## src/rtl/bfs_pkg.sv

```systemverilog
// Shared constants, state encoding and controller/datapath interface types.
`default_nettype none

package bfs_pkg;

    localparam int ALPHABET = 256;
    localparam int MAX_LEN  = 4096;

    localparam int SYM_W  = 8;
    localparam int ADDR_W = (ALPHABET > 1) ? $clog2(ALPHABET) : 1;
    localparam int CNT_W  = $clog2(MAX_LEN + 1);

    localparam logic FUNC_LOAD  = 1'b0;
    localparam logic FUNC_DRAIN = 1'b1;

    typedef enum logic [2:0] {
        ST_IDLE,
        ST_LD_RD,
        ST_LD_WR,
        ST_SCAN,
        ST_TAIL,
        ST_PICK,
        ST_EMIT
    } state_t;

    typedef struct packed {
        logic capture;
        logic rd_scan;
        logic scan_start;
        logic ld_write;
        logic set_ovf;
        logic pick;
        logic emit;
    } cmd_t;

    typedef struct packed {
        logic total_zero;
        logic group_zero;
        logic sym_ok;
        logic full;
        logic scan_last;
        logic out_free;
    } status_t;

endpackage

`default_nettype wire

```

## src/rtl/bfs_ram.sv

```systemverilog
// Generic single-port-write, single-port-read RAM with registered read data.
`default_nettype none

module bfs_ram #(
    parameter int WIDTH = 8,
    parameter int DEPTH = 256
) (
    input  wire logic                                  aclk,
    input  wire logic                                  we,
    input  wire logic [((DEPTH > 1) ? $clog2(DEPTH) : 1)-1:0] waddr,
    input  wire logic [WIDTH-1:0]                      wdata,
    input  wire logic [((DEPTH > 1) ? $clog2(DEPTH) : 1)-1:0] raddr,
    output logic      [WIDTH-1:0]                      rdata
);

    logic [WIDTH-1:0] mem [DEPTH];
    logic [WIDTH-1:0] rdata_reg;

    always_ff @(posedge aclk) begin
        if (we) begin
            mem[waddr] <= wdata;
        end
        rdata_reg <= mem[raddr];
    end

    assign rdata = rdata_reg;

endmodule

`default_nettype wire

```

## src/rtl/bfs_ctrl.sv

```systemverilog
// Controller state machine: sequences loads, histogram scans and result issue.
`default_nettype none

module bfs_ctrl (
    input  wire logic            aclk,
    input  wire logic            aresetn,
    input  wire logic            s_valid,
    input  wire logic            s_func,
    output logic                 s_ready,
    input  wire bfs_pkg::status_t sts,
    output bfs_pkg::cmd_t        cmd
);

    import bfs_pkg::*;

    state_t state_reg;
    state_t state_next;

    always_ff @(posedge aclk) begin
        if (!aresetn) begin
            state_reg <= ST_IDLE;
        end else begin
            state_reg <= state_next;
        end
    end

    always_comb begin
        state_next = state_reg;
        cmd        = '0;
        s_ready    = 1'b0;
        unique case (state_reg)
            ST_IDLE: begin
                s_ready = 1'b1;
                if (s_valid) begin
                    cmd.capture = 1'b1;
                    if (s_func == FUNC_LOAD) begin
                        state_next = ST_LD_RD;
                    end else if (sts.total_zero) begin
                        state_next = ST_EMIT;
                    end else if (sts.group_zero) begin
                        cmd.scan_start = 1'b1;
                        state_next     = ST_SCAN;
                    end else begin
                        state_next = ST_EMIT;
                    end
                end
            end
            ST_LD_RD: begin
                // drop out-of-alphabet bytes silently, flag bytes beyond capacity
                priority if (!sts.sym_ok) begin
                    state_next = ST_IDLE;
                end else if (sts.full) begin
                    cmd.set_ovf = 1'b1;
                    state_next  = ST_IDLE;
                end else begin
                    state_next = ST_LD_WR;
                end
            end
            ST_LD_WR: begin
                cmd.ld_write = 1'b1;
                state_next   = ST_IDLE;
            end
            ST_SCAN: begin
                cmd.rd_scan = 1'b1;
                if (sts.scan_last) begin
                    state_next = ST_TAIL;
                end
            end
            ST_TAIL: begin
                state_next = ST_PICK;
            end
            ST_PICK: begin
                cmd.pick   = 1'b1;
                state_next = ST_EMIT;
            end
            ST_EMIT: begin
                if (sts.out_free) begin
                    cmd.emit   = 1'b1;
                    state_next = ST_IDLE;
                end
            end
            default: begin
                state_next = ST_IDLE;
            end
        endcase
    end

endmodule

`default_nettype wire

```

## src/rtl/bfs_dp.sv

```systemverilog
// Datapath: histogram memory, scan comparator, group counters and result register.
`default_nettype none

module bfs_dp (
    input  wire logic                     aclk,
    input  wire logic                     aresetn,
    input  wire logic [bfs_pkg::SYM_W-1:0] s_symbol,
    input  wire bfs_pkg::cmd_t            cmd,
    output bfs_pkg::status_t              sts,
    output logic                          m_valid,
    input  wire logic                     m_ready,
    output logic [bfs_pkg::SYM_W-1:0]     m_out_symbol,
    output logic                          m_last,
    output logic                          m_none_left,
    output logic                          m_overflowed
);

    import bfs_pkg::*;

    logic [SYM_W-1:0]    sym_reg;
    logic [ALPHABET-1:0] valid_reg;
    logic                rd_valid_reg;
    logic [ADDR_W-1:0]   rd_addr;
    logic [CNT_W-1:0]    ram_rdata;
    logic [CNT_W-1:0]    cnt_rd;
    logic [ADDR_W-1:0]   sym_addr;

    logic [ADDR_W-1:0]   scan_idx_reg;
    logic [ADDR_W-1:0]   cmp_addr_reg;
    logic                cmp_en_reg;
    logic [ADDR_W-1:0]   best_sym_reg;
    logic [CNT_W-1:0]    best_cnt_reg;

    logic [ADDR_W-1:0]   group_sym_reg;
    logic [CNT_W-1:0]    group_rem_reg;
    logic [CNT_W-1:0]    total_reg;
    logic                ovf_reg;

    logic                m_valid_reg;
    logic [SYM_W-1:0]    out_sym_reg;
    logic                last_reg;
    logic                none_reg;
    logic                ovf_out_reg;

    assign sym_addr = sym_reg[ADDR_W-1:0];
    assign rd_addr  = cmd.rd_scan ? scan_idx_reg : sym_addr;
    assign cnt_rd   = rd_valid_reg ? ram_rdata : '0;

    bfs_ram #(
        .WIDTH(CNT_W),
        .DEPTH(ALPHABET)
    ) u_hist (
        .aclk (aclk),
        .we   (cmd.ld_write),
        .waddr(sym_addr),
        .wdata(cnt_rd + CNT_W'(1)),
        .raddr(rd_addr),
        .rdata(ram_rdata)
    );

    assign sts.total_zero = (total_reg == '0);
    assign sts.group_zero = (group_rem_reg == '0);
    assign sts.sym_ok     = ({1'b0, sym_reg} < (SYM_W + 1)'(ALPHABET));
    assign sts.full       = (total_reg >= CNT_W'(MAX_LEN));
    assign sts.scan_last  = (scan_idx_reg == ADDR_W'(ALPHABET - 1));
    assign sts.out_free   = !m_valid_reg || m_ready;

    // Unwritten entries read as zero through the valid bits.
    always_ff @(posedge aclk) begin
        if (cmd.capture) begin
            sym_reg <= s_symbol;
        end
        rd_valid_reg <= valid_reg[rd_addr];
        cmp_addr_reg <= scan_idx_reg;
    end

    always_ff @(posedge aclk) begin
        if (!aresetn) begin
            valid_reg     <= '0;
            scan_idx_reg  <= '0;
            cmp_en_reg    <= 1'b0;
            best_sym_reg  <= '0;
            best_cnt_reg  <= '0;
            group_sym_reg <= '0;
            group_rem_reg <= '0;
            total_reg     <= '0;
            ovf_reg       <= 1'b0;
            m_valid_reg   <= 1'b0;
        end else begin
            cmp_en_reg <= cmd.rd_scan;

            if (cmd.scan_start) begin
                scan_idx_reg <= '0;
                best_sym_reg <= '0;
                best_cnt_reg <= '0;
            end else if (cmd.rd_scan) begin
                scan_idx_reg <= scan_idx_reg + ADDR_W'(1);
            end

            // keep the smallest nonzero count; strict compare keeps the lower symbol
            if (cmp_en_reg && cnt_rd != '0 &&
                (best_cnt_reg == '0 || cnt_rd < best_cnt_reg)) begin
                best_sym_reg <= cmp_addr_reg;
                best_cnt_reg <= cnt_rd;
            end

            if (cmd.ld_write) begin
                valid_reg[sym_addr] <= 1'b1;
                total_reg           <= total_reg + CNT_W'(1);
            end

            if (cmd.set_ovf) begin
                ovf_reg <= 1'b1;
            end

            if (cmd.pick) begin
                group_sym_reg           <= best_sym_reg;
                group_rem_reg           <= best_cnt_reg;
                valid_reg[best_sym_reg] <= 1'b0;
            end

            if (cmd.emit) begin
                m_valid_reg <= 1'b1;
                if (total_reg == '0 || group_rem_reg == '0) begin
                    total_reg <= '0;
                    ovf_reg   <= 1'b0;
                end else begin
                    group_rem_reg <= group_rem_reg - CNT_W'(1);
                    total_reg     <= total_reg - CNT_W'(1);
                    if (total_reg == CNT_W'(1)) begin
                        ovf_reg <= 1'b0;
                    end
                end
            end else if (m_ready) begin
                m_valid_reg <= 1'b0;
            end
        end
    end

    always_ff @(posedge aclk) begin
        if (cmd.emit) begin
            ovf_out_reg <= ovf_reg;
            if (total_reg == '0 || group_rem_reg == '0) begin
                out_sym_reg <= '0;
                last_reg    <= 1'b0;
                none_reg    <= 1'b1;
            end else begin
                out_sym_reg <= SYM_W'(group_sym_reg);
                last_reg    <= (total_reg == CNT_W'(1));
                none_reg    <= 1'b0;
            end
        end
    end

    assign m_valid      = m_valid_reg;
    assign m_out_symbol = out_sym_reg;
    assign m_last       = last_reg;
    assign m_none_left  = none_reg;
    assign m_overflowed = ovf_out_reg;

endmodule

`default_nettype wire

```

## src/rtl/byte_frequency_sorter.sv

```systemverilog
// Top level of the byte frequency sorter: controller plus datapath.
`default_nettype none

// Byte frequency sorter. Each input transaction either loads one byte
// (s_func = 0) into a per-value histogram or requests the next output byte
// (s_func = 1). Loads produce no result transaction; every drain request
// produces exactly one. Output bytes come grouped by value, groups in
// ascending count order, equal counts by ascending byte value. m_last marks
// the final stored byte; m_none_left marks a request that found nothing
// stored (m_out_symbol is then 0). m_overflowed reports bytes dropped after
// MAX_LEN were stored; the flag clears after it is shown on an m_last or
// m_none_left result. A load reads, then writes, its histogram entry; a
// byte dropped because the histogram is full skips the write. A drain
// inside a group, or one that finds nothing stored, goes straight to
// issue; a drain that opens a new group walks the whole histogram memory,
// one entry per cycle through its single read port, before pick and issue.
// The block takes one transaction at a time; a finished result sits in the
// output register while the next transaction is accepted, and a drain
// waits only if that register is still occupied.
module byte_frequency_sorter (
    input  wire logic                      aclk,
    input  wire logic                      aresetn,
    input  wire logic                      s_valid,
    output logic                           s_ready,
    input  wire logic                      s_func,
    input  wire logic [bfs_pkg::SYM_W-1:0] s_symbol,
    output logic                           m_valid,
    input  wire logic                      m_ready,
    output logic [bfs_pkg::SYM_W-1:0]      m_out_symbol,
    output logic                           m_last,
    output logic                           m_none_left,
    output logic                           m_overflowed
);

    import bfs_pkg::*;

    cmd_t    cmd;
    status_t sts;

    // Sequence each transaction through load, scan, pick and issue steps.
    bfs_ctrl u_ctrl (
        .aclk   (aclk),
        .aresetn(aresetn),
        .s_valid(s_valid),
        .s_func (s_func),
        .s_ready(s_ready),
        .sts    (sts),
        .cmd    (cmd)
    );

    // Hold the histogram, group counters and the result register.
    bfs_dp u_dp (
        .aclk        (aclk),
        .aresetn     (aresetn),
        .s_symbol    (s_symbol),
        .cmd         (cmd),
        .sts         (sts),
        .m_valid     (m_valid),
        .m_ready     (m_ready),
        .m_out_symbol(m_out_symbol),
        .m_last      (m_last),
        .m_none_left (m_none_left),
        .m_overflowed(m_overflowed)
    );

endmodule

`default_nettype wire

```

## config.mk

```make
export PLATFORM = sky130hd
export DESIGN_NAME = byte_frequency_sorter
export DESIGN_NICKNAME = d
export VERILOG_FILES = /design/src/rtl/bfs_pkg.sv /design/src/rtl/bfs_ram.sv /design/src/rtl/bfs_ctrl.sv /design/src/rtl/bfs_dp.sv /design/src/rtl/byte_frequency_sorter.sv
export SDC_FILE = /design/constraint.sdc
export NUM_CORES = 2
export LEC_CHECK = 0
export BUFFER_PORTS_ARGS = -buffer_cell sky130_fd_sc_hd__buf_2
export CORE_UTILIZATION = 45
export CTS_CLUSTER_SIZE = 28
export DETAILED_ROUTE_END_ITERATION = 6
export HOLD_SLACK_MARGIN = 0.02
export PLACE_DENSITY = 0.59
export REMOVE_ABC_BUFFERS = 1
export SETUP_SLACK_MARGIN = 0.15
export SYNTH_ARGS = -nofsm -noshare
export SYNTH_HDL_FRONTEND = slang
export SYNTH_SLANG_ARGS = --single-unit
export TNS_END_PERCENT = 20
```

## constraint.sdc

```tcl
create_clock -name aclk -period 40.8 [get_ports aclk]
set_clock_uncertainty 0.2 [all_clocks]
set_input_delay 4.08 -clock aclk [delete_from_list [all_inputs] [get_ports aclk]]
set_output_delay 4.08 -clock aclk [all_outputs]
set_load 0.02 [all_outputs]
```

# Word-level counts from Yosys, hierarchy flattened
# Memories as Yosys holds them, arrays and structs flattened. A register that Yosys moved wholly into a read port is not among the register bits.
# Cells that the tools add are included.
[op_classes] muxes=53 eq_ne=11 reduce_logical=18 addsub=5 magnitude_cmp=7 bitwise=4
[op_table] op="256-bit 2-to-1 mux" n=3
[op_table] op="256-bit bitwise AND" n=1
[op_table] op="256-bit NOT" n=1
[op_table] op="256-bit OR" n=1
[op_table] op="13-bit 2-to-1 mux" n=9
[op_table] op="13-bit logical NOT" n=3
[op_table] op="8-bit by 9-bit less-than comparator with 1-bit output, second input constant" n=3
[op_table] op="1-bit 2-to-1 mux" n=27
[op_table] op="13-bit by 1-bit adder with 13-bit output, second input constant" n=2
[op_table] op="13-bit by 1-bit subtractor with 13-bit output, second input constant" n=2
[op_table] op="8-bit 2-to-1 mux" n=3
[op_table] op="3-bit 2-to-1 mux" n=6
[op_table] op="3-bit one-hot mux with 6 select lines" n=1
[op_table] op="1-bit demux with 8-bit select" n=2
[op_table] op="8-bit by 1-bit >= comparator with 1-bit output, second input constant" n=2
[op_table] op="13-bit by 1-bit equality test with 1-bit output, second input constant" n=1
[op_table] op="13-bit >= comparator, second input constant" n=1
[op_table] op="13-bit less-than comparator" n=1
[op_table] op="13-bit nonzero test" n=1
[op_table] op="3-bit equality test, second input constant" n=3
[op_table] op="8-bit by 1-bit adder with 8-bit output, second input constant" n=1
[op_table] op="1-bit binary-select mux with 8-bit select" n=1
[op_table] op="8-bit equality test, second input constant" n=1
[op_table] op="3-bit by 2-bit equality test with 1-bit output, second input constant" n=2
[op_table] op="11 further kinds" n=20
[word_totals] ram_bits=3328 register_bits=353 mem_count=1 word_cells=117 out_inout_bits=13
[memory_table] name="u_dp.u_hist.mem" depth=256 word_bits=13 rd=1 rd_clocked_by_memory_dff=1 wr=1 line="bfs_ram.sv:16" source="logic [WIDTH-1:0] mem [DEPTH];"

# Depth between registers and ports, before layout
[logic_depth] word_depth=9 mapped_depth=14 depth_no_buf=11

# Modules after synthesis
# From an unflattened synthesis, not the netlist that was laid out.
[unflattened] cells_unflattened=7896 hier_area_um2=145271.8
[by_module_without_submodules] module="bfs_ram" area_per_inst_um2=128384.4 cells_per_inst=5729 instances=1 seq_area_each_um2=100196.1
[by_module_without_submodules] module="bfs_dp" area_per_inst_um2=16550.9 cells_per_inst=2125 instances=1 seq_area_each_um2=7196.9
[by_module_without_submodules] module="bfs_ctrl" area_per_inst_um2=336.6 cells_per_inst=42 instances=1 seq_area_each_um2=60.1

# Least setup slack after synthesis
# OpenSTA, ideal clock, no wires.
[synth_path] path_kind="reg-to-reg" start="register u_dp.rd_valid_reg" end="memory u_dp.u_hist.mem[0][5] (netlist bit), data pin" setup_slack_ns=27.179 path_buffers=2 t_arrival_ns=11.145 required_time_ns=38.324 path_stages_with_launch=4 cell_sequence="dfxtp_1 clkbuf_1 clkbuf_1 a21boi_0"
[synth_between] elab_chain_cells=2
[synth_lines] item="start: declaration" line="bfs_dp.sv:22" source="logic rd_valid_reg;"
[synth_lines] item="start signal: assignment" line="bfs_dp.sv:73" source="rd_valid_reg <= valid_reg[rd_addr];"
[synth_lines] item="13-bit 2-to-1 mux" line="bfs_dp.sv:47" source="assign cnt_rd = rd_valid_reg ? ram_rdata : '0;"
[synth_lines] item="13-bit by 1-bit adder with 13-bit output" line="bfs_dp.sv:56" source=".wdata(cnt_rd + CNT_W'(1)),"
[synth_lines] item="named net u_dp.u_hist.wdata[5]" line="bfs_ram.sv:11" source="input wire logic [WIDTH-1:0] wdata,"
[synth_lines] item="end: declaration" line="bfs_ram.sv:16"
# The timed path passes the listed nets, and every way through them passes these cells.

# Final worst setup path
[layout_path] start="register u_ctrl.state_reg[2]" end="register u_dp.u_hist.rdata_reg[11] (netlist: u_dp.u_hist.rdata[11]), read port of u_dp.u_hist.mem"
[layout_between] elab_chain_cells=3
[layout_lines] item="start: declaration" line="bfs_ctrl.sv:16" source="state_t state_reg;"
[layout_lines] item="start signal: assignment" line="bfs_ctrl.sv:23" source="state_reg <= state_next;"
[layout_lines] item="3-bit by 2-bit equality test with 1-bit output" line="bfs_ctrl.sv:31" source="unique case (state_reg)"
[layout_lines] item="1-bit 2-to-1 mux" line="bfs_ctrl.sv:31"
[layout_lines] item="8-bit 2-to-1 mux" line="bfs_dp.sv:46" source="assign rd_addr = cmd.rd_scan ? scan_idx_reg : sym_addr;"
[layout_lines] item="end: declaration" line="bfs_ram.sv:17" source="logic [WIDTH-1:0] rdata_reg;"
# Every way passes these cells.
# A chain may end at the register's enable or synchronous reset.

==> results.ini <==
[route]
vias_per_cell=6.18
drt-pass1-iter-count=7
wl_per_cell_um=31.1
drt_iter0_markers=13500
wirelength_mm=484
via_count=96200
drcViolationCount=4
ant_nets=0

[cts]
cts_tree=built
htreeDepth=5
clock_path_buffers=4
cts_setup_buffers=0
cts_root_buffer=clkbuf_16
cts_buffers=382
cts_resized=0
clkLatencyLatePin_ns=0.98
cts.clk_slew.worst_paths_ns=0.06
cts_hold_buf=0
cts.sinks=3694

[synthesis]
synth_flop_cell=edfxtp_1
async_reset_ff_share_pct=0
seq_area_frac_synth_pct=73.4
syn-cell-area_mm2=0.146
ys_warn_count=0
synth_most_common_cell=edfxtp_1
ys_ff_latch=3694
yosysTopAreaCell=edfxtp_1
synthTopCellsByCount=3347 x edfxtp_1, 2730 x nand2_1, 1024 x nand3_1
yosysTopAreaCellShare_pct=68.6
ys_top_cells_by_area=edfxtp_1 69%, nand2_1 7.0%, dfxtp_1 4.7%
avgSynthCellArea_um2=13.6
synth_edf_count=3347
synthCells=10700
ys_types=97

[die]
dieArea_mm2=0.328
chipHeight_um=572
die-width_um=572
start_util_pct=45.2
io_pins=26
core_area_mm2=0.324
rows=209

[placement]
place_congestion=0.963
dpl.hpwl_mm=294
io_buffers=25
placed_area_mm2=0.153

[global_route]
grt_pass1_vias=90000
met2_usage_pct=43.4
grt.busiest_layer=met2
antenna_found_initial=28
grt_max_degree=193
met3_usage_pct=7.22
grt_use_met1_pct=39.9
grt_pass1_wl_mm=679
grtUsageTotal_pct=29.1
grt-ovfl-total=0

[timing]
rsz0062_at_grt=false
worst_pin_slew_ns=1.48
hold_viol=0
finalSetupTns_ns=0
setup_viol=0
fmax_ghz=0.140
timing.final.crit_share_pct=17.5
maxSlewHeadroom_pct=-0.296
whs_ns=0.255
slew_viol_final=1
period_needed_ns=7.14

[status]
status=finished, violations left
violations=design-rule violations, max-capacitance violations, max-slew violations

[setup_path]
cp_max_fo=119
crit_type=flip-flop to flip-flop
cp_cell_sequence=nand3b_4 -> buf_4 -> a21o_4 -> buf_4 -> buf_4 -> buf_4 -> buf_12 -> mux2i_1 -> o22ai_1 -> o21ai_0 -> nand3_1 -> nor4_1 -> nand4b_1
slowest_stage=nor4_1
worstPathRequired_ns=41.40
worstSetupEndpointType=flip-flop
cp_common_cell=buf_4
slowest_delay_ns=1.09
arrival_ns=7.74
cp-start-kind=flip-flop

[power_and_ir_drop]
power_mw=9.08
seq_power_share_pct=49.3
ir_drop_mv=0.0582
p_leak_nw=55.5
swShare_pct=26.7
clockPowerShare_pct=38.3
switchingPower_mw=2.43
power_frac_comb_pct=12.4
intPower_mw=6.65
power_density_mw_per_mm2=55.0

[finish]
largest_reg_flops=3328
area_growth_pct=12.8
nets=10900
num-fill-cells=27000
stdcell_area_mm2=0.165
drive_gt1_share_pct=13.4

[job]
cap_violations=1

[hold_path]
hp-class=flip-flop to flip-flop

==> worst max-delay path, delay by kind of cell (launching register included) <==
kind                   cells  cell delay, ns
AO/OA/AOI/OAI              3            0.96
buffers and inverters      5            3.16
flip-flops                 1            0.56
multiplexers               1            0.27
AND/OR/NAND/NOR            4            1.60
==> cells in the final DEF, fill, tap and decap left out, types with 15 or more instances in the layout <==
master and instances:
bufinv_16 30, dfxtp_1 347, nand2_1 2726, and2_1 24
nand2b_1 17, clkbuf_16 394, a22o_1 16, o22ai_1 68
a211oi_1 19, o221a_2 257, buf_2 25, inv_1 34
a32oi_1 62, clkbuf_8 18, mux4_2 90, clkinv_1 91
and3_1 19, o21ai_0 68, nor2_1 354, nor2b_1 28
nor3_1 31, a31oi_1 287, a21oi_1 140, nand3_1 1016
buf_4 455, mux2i_1 345, nand4_1 269, a22oi_1 39
o211ai_1 27, nor4_1 35, a221oi_1 15, clkinv_2 60
a41oi_1 38, edfxtp_1 3347, clkbuf_1 78, buf_12 17
a311oi_1 16
==> cell type report <==
class	instances	area (um^2)	share of cell area, %
Antenna cell	11	27.5	0.0167
Clock buffer	490	10400	6.30
Clock inverter	220	2090	1.26
Inverter	34	128	0.0773
Multi-Input combinational cell	6289	35800	21.7
Sequential cell	3694	107000	65.1
Tap cell	4325	5410	3.28
Timing Repair Buffer	499	3910	2.37
==> power by group through the flow <==
stage	combinational (mW)	sequential (mW)	clock, mW
after floorplan	0.990	4.64	0
after global placement	1.08	4.55	0
after detailed placement	1.11	4.55	0
after CTS	1.11	4.47	3.51
after global routing	1.19	4.47	3.65
final	1.12	4.47	3.48
==> per-stage QoR <==
stage,worst slack [ns],util (%),instances
6_report,33.66,51.0,15600
5_1_grt,33.54,51.0,15600
4_1_cts,33.70,51.0,15600
3_5_place_dp,33.37,47.1,14800
3_3_place_gp,32.70,47.1,14800
2_1_floorplan,1.59,-,10000
==> logic make-up after synthesis <==
| group | synth area share, % |
|---|---|
| buf+inv | 2.56 |
| mux | 3.93 |
| xor+xnor | 0.114 |
| compound gates | 6.24 |
| simple gates | 13.7 |
| fa+ha+maj | 0.128 |
| flops | 73.4 |
==> final timing paths <==
kind                           endpoint  slack, ns  cells past startpoint            startpoint
setup / recovery  u_dp.u_hist.rdata[11]      33.66                     13   u_ctrl.state_reg[2]
hold / removal     u_dp.best_sym_reg[3]       0.26                      2  u_dp.cmp_addr_reg[3]
setup reg to reg  u_dp.u_hist.rdata[11]      33.66                     13   u_ctrl.state_reg[2]
hold reg to reg    u_dp.best_sym_reg[3]       0.26                      2  u_dp.cmp_addr_reg[3]
==> routing by layer <==
layer	wire, um	up-vias
met3	54100	1040
met1	190000	48900
met4	26800	4
li1	-	40700
met5	26	-
met2	213000	5514
No activity file was read; power rests on OpenSTA's default activity.
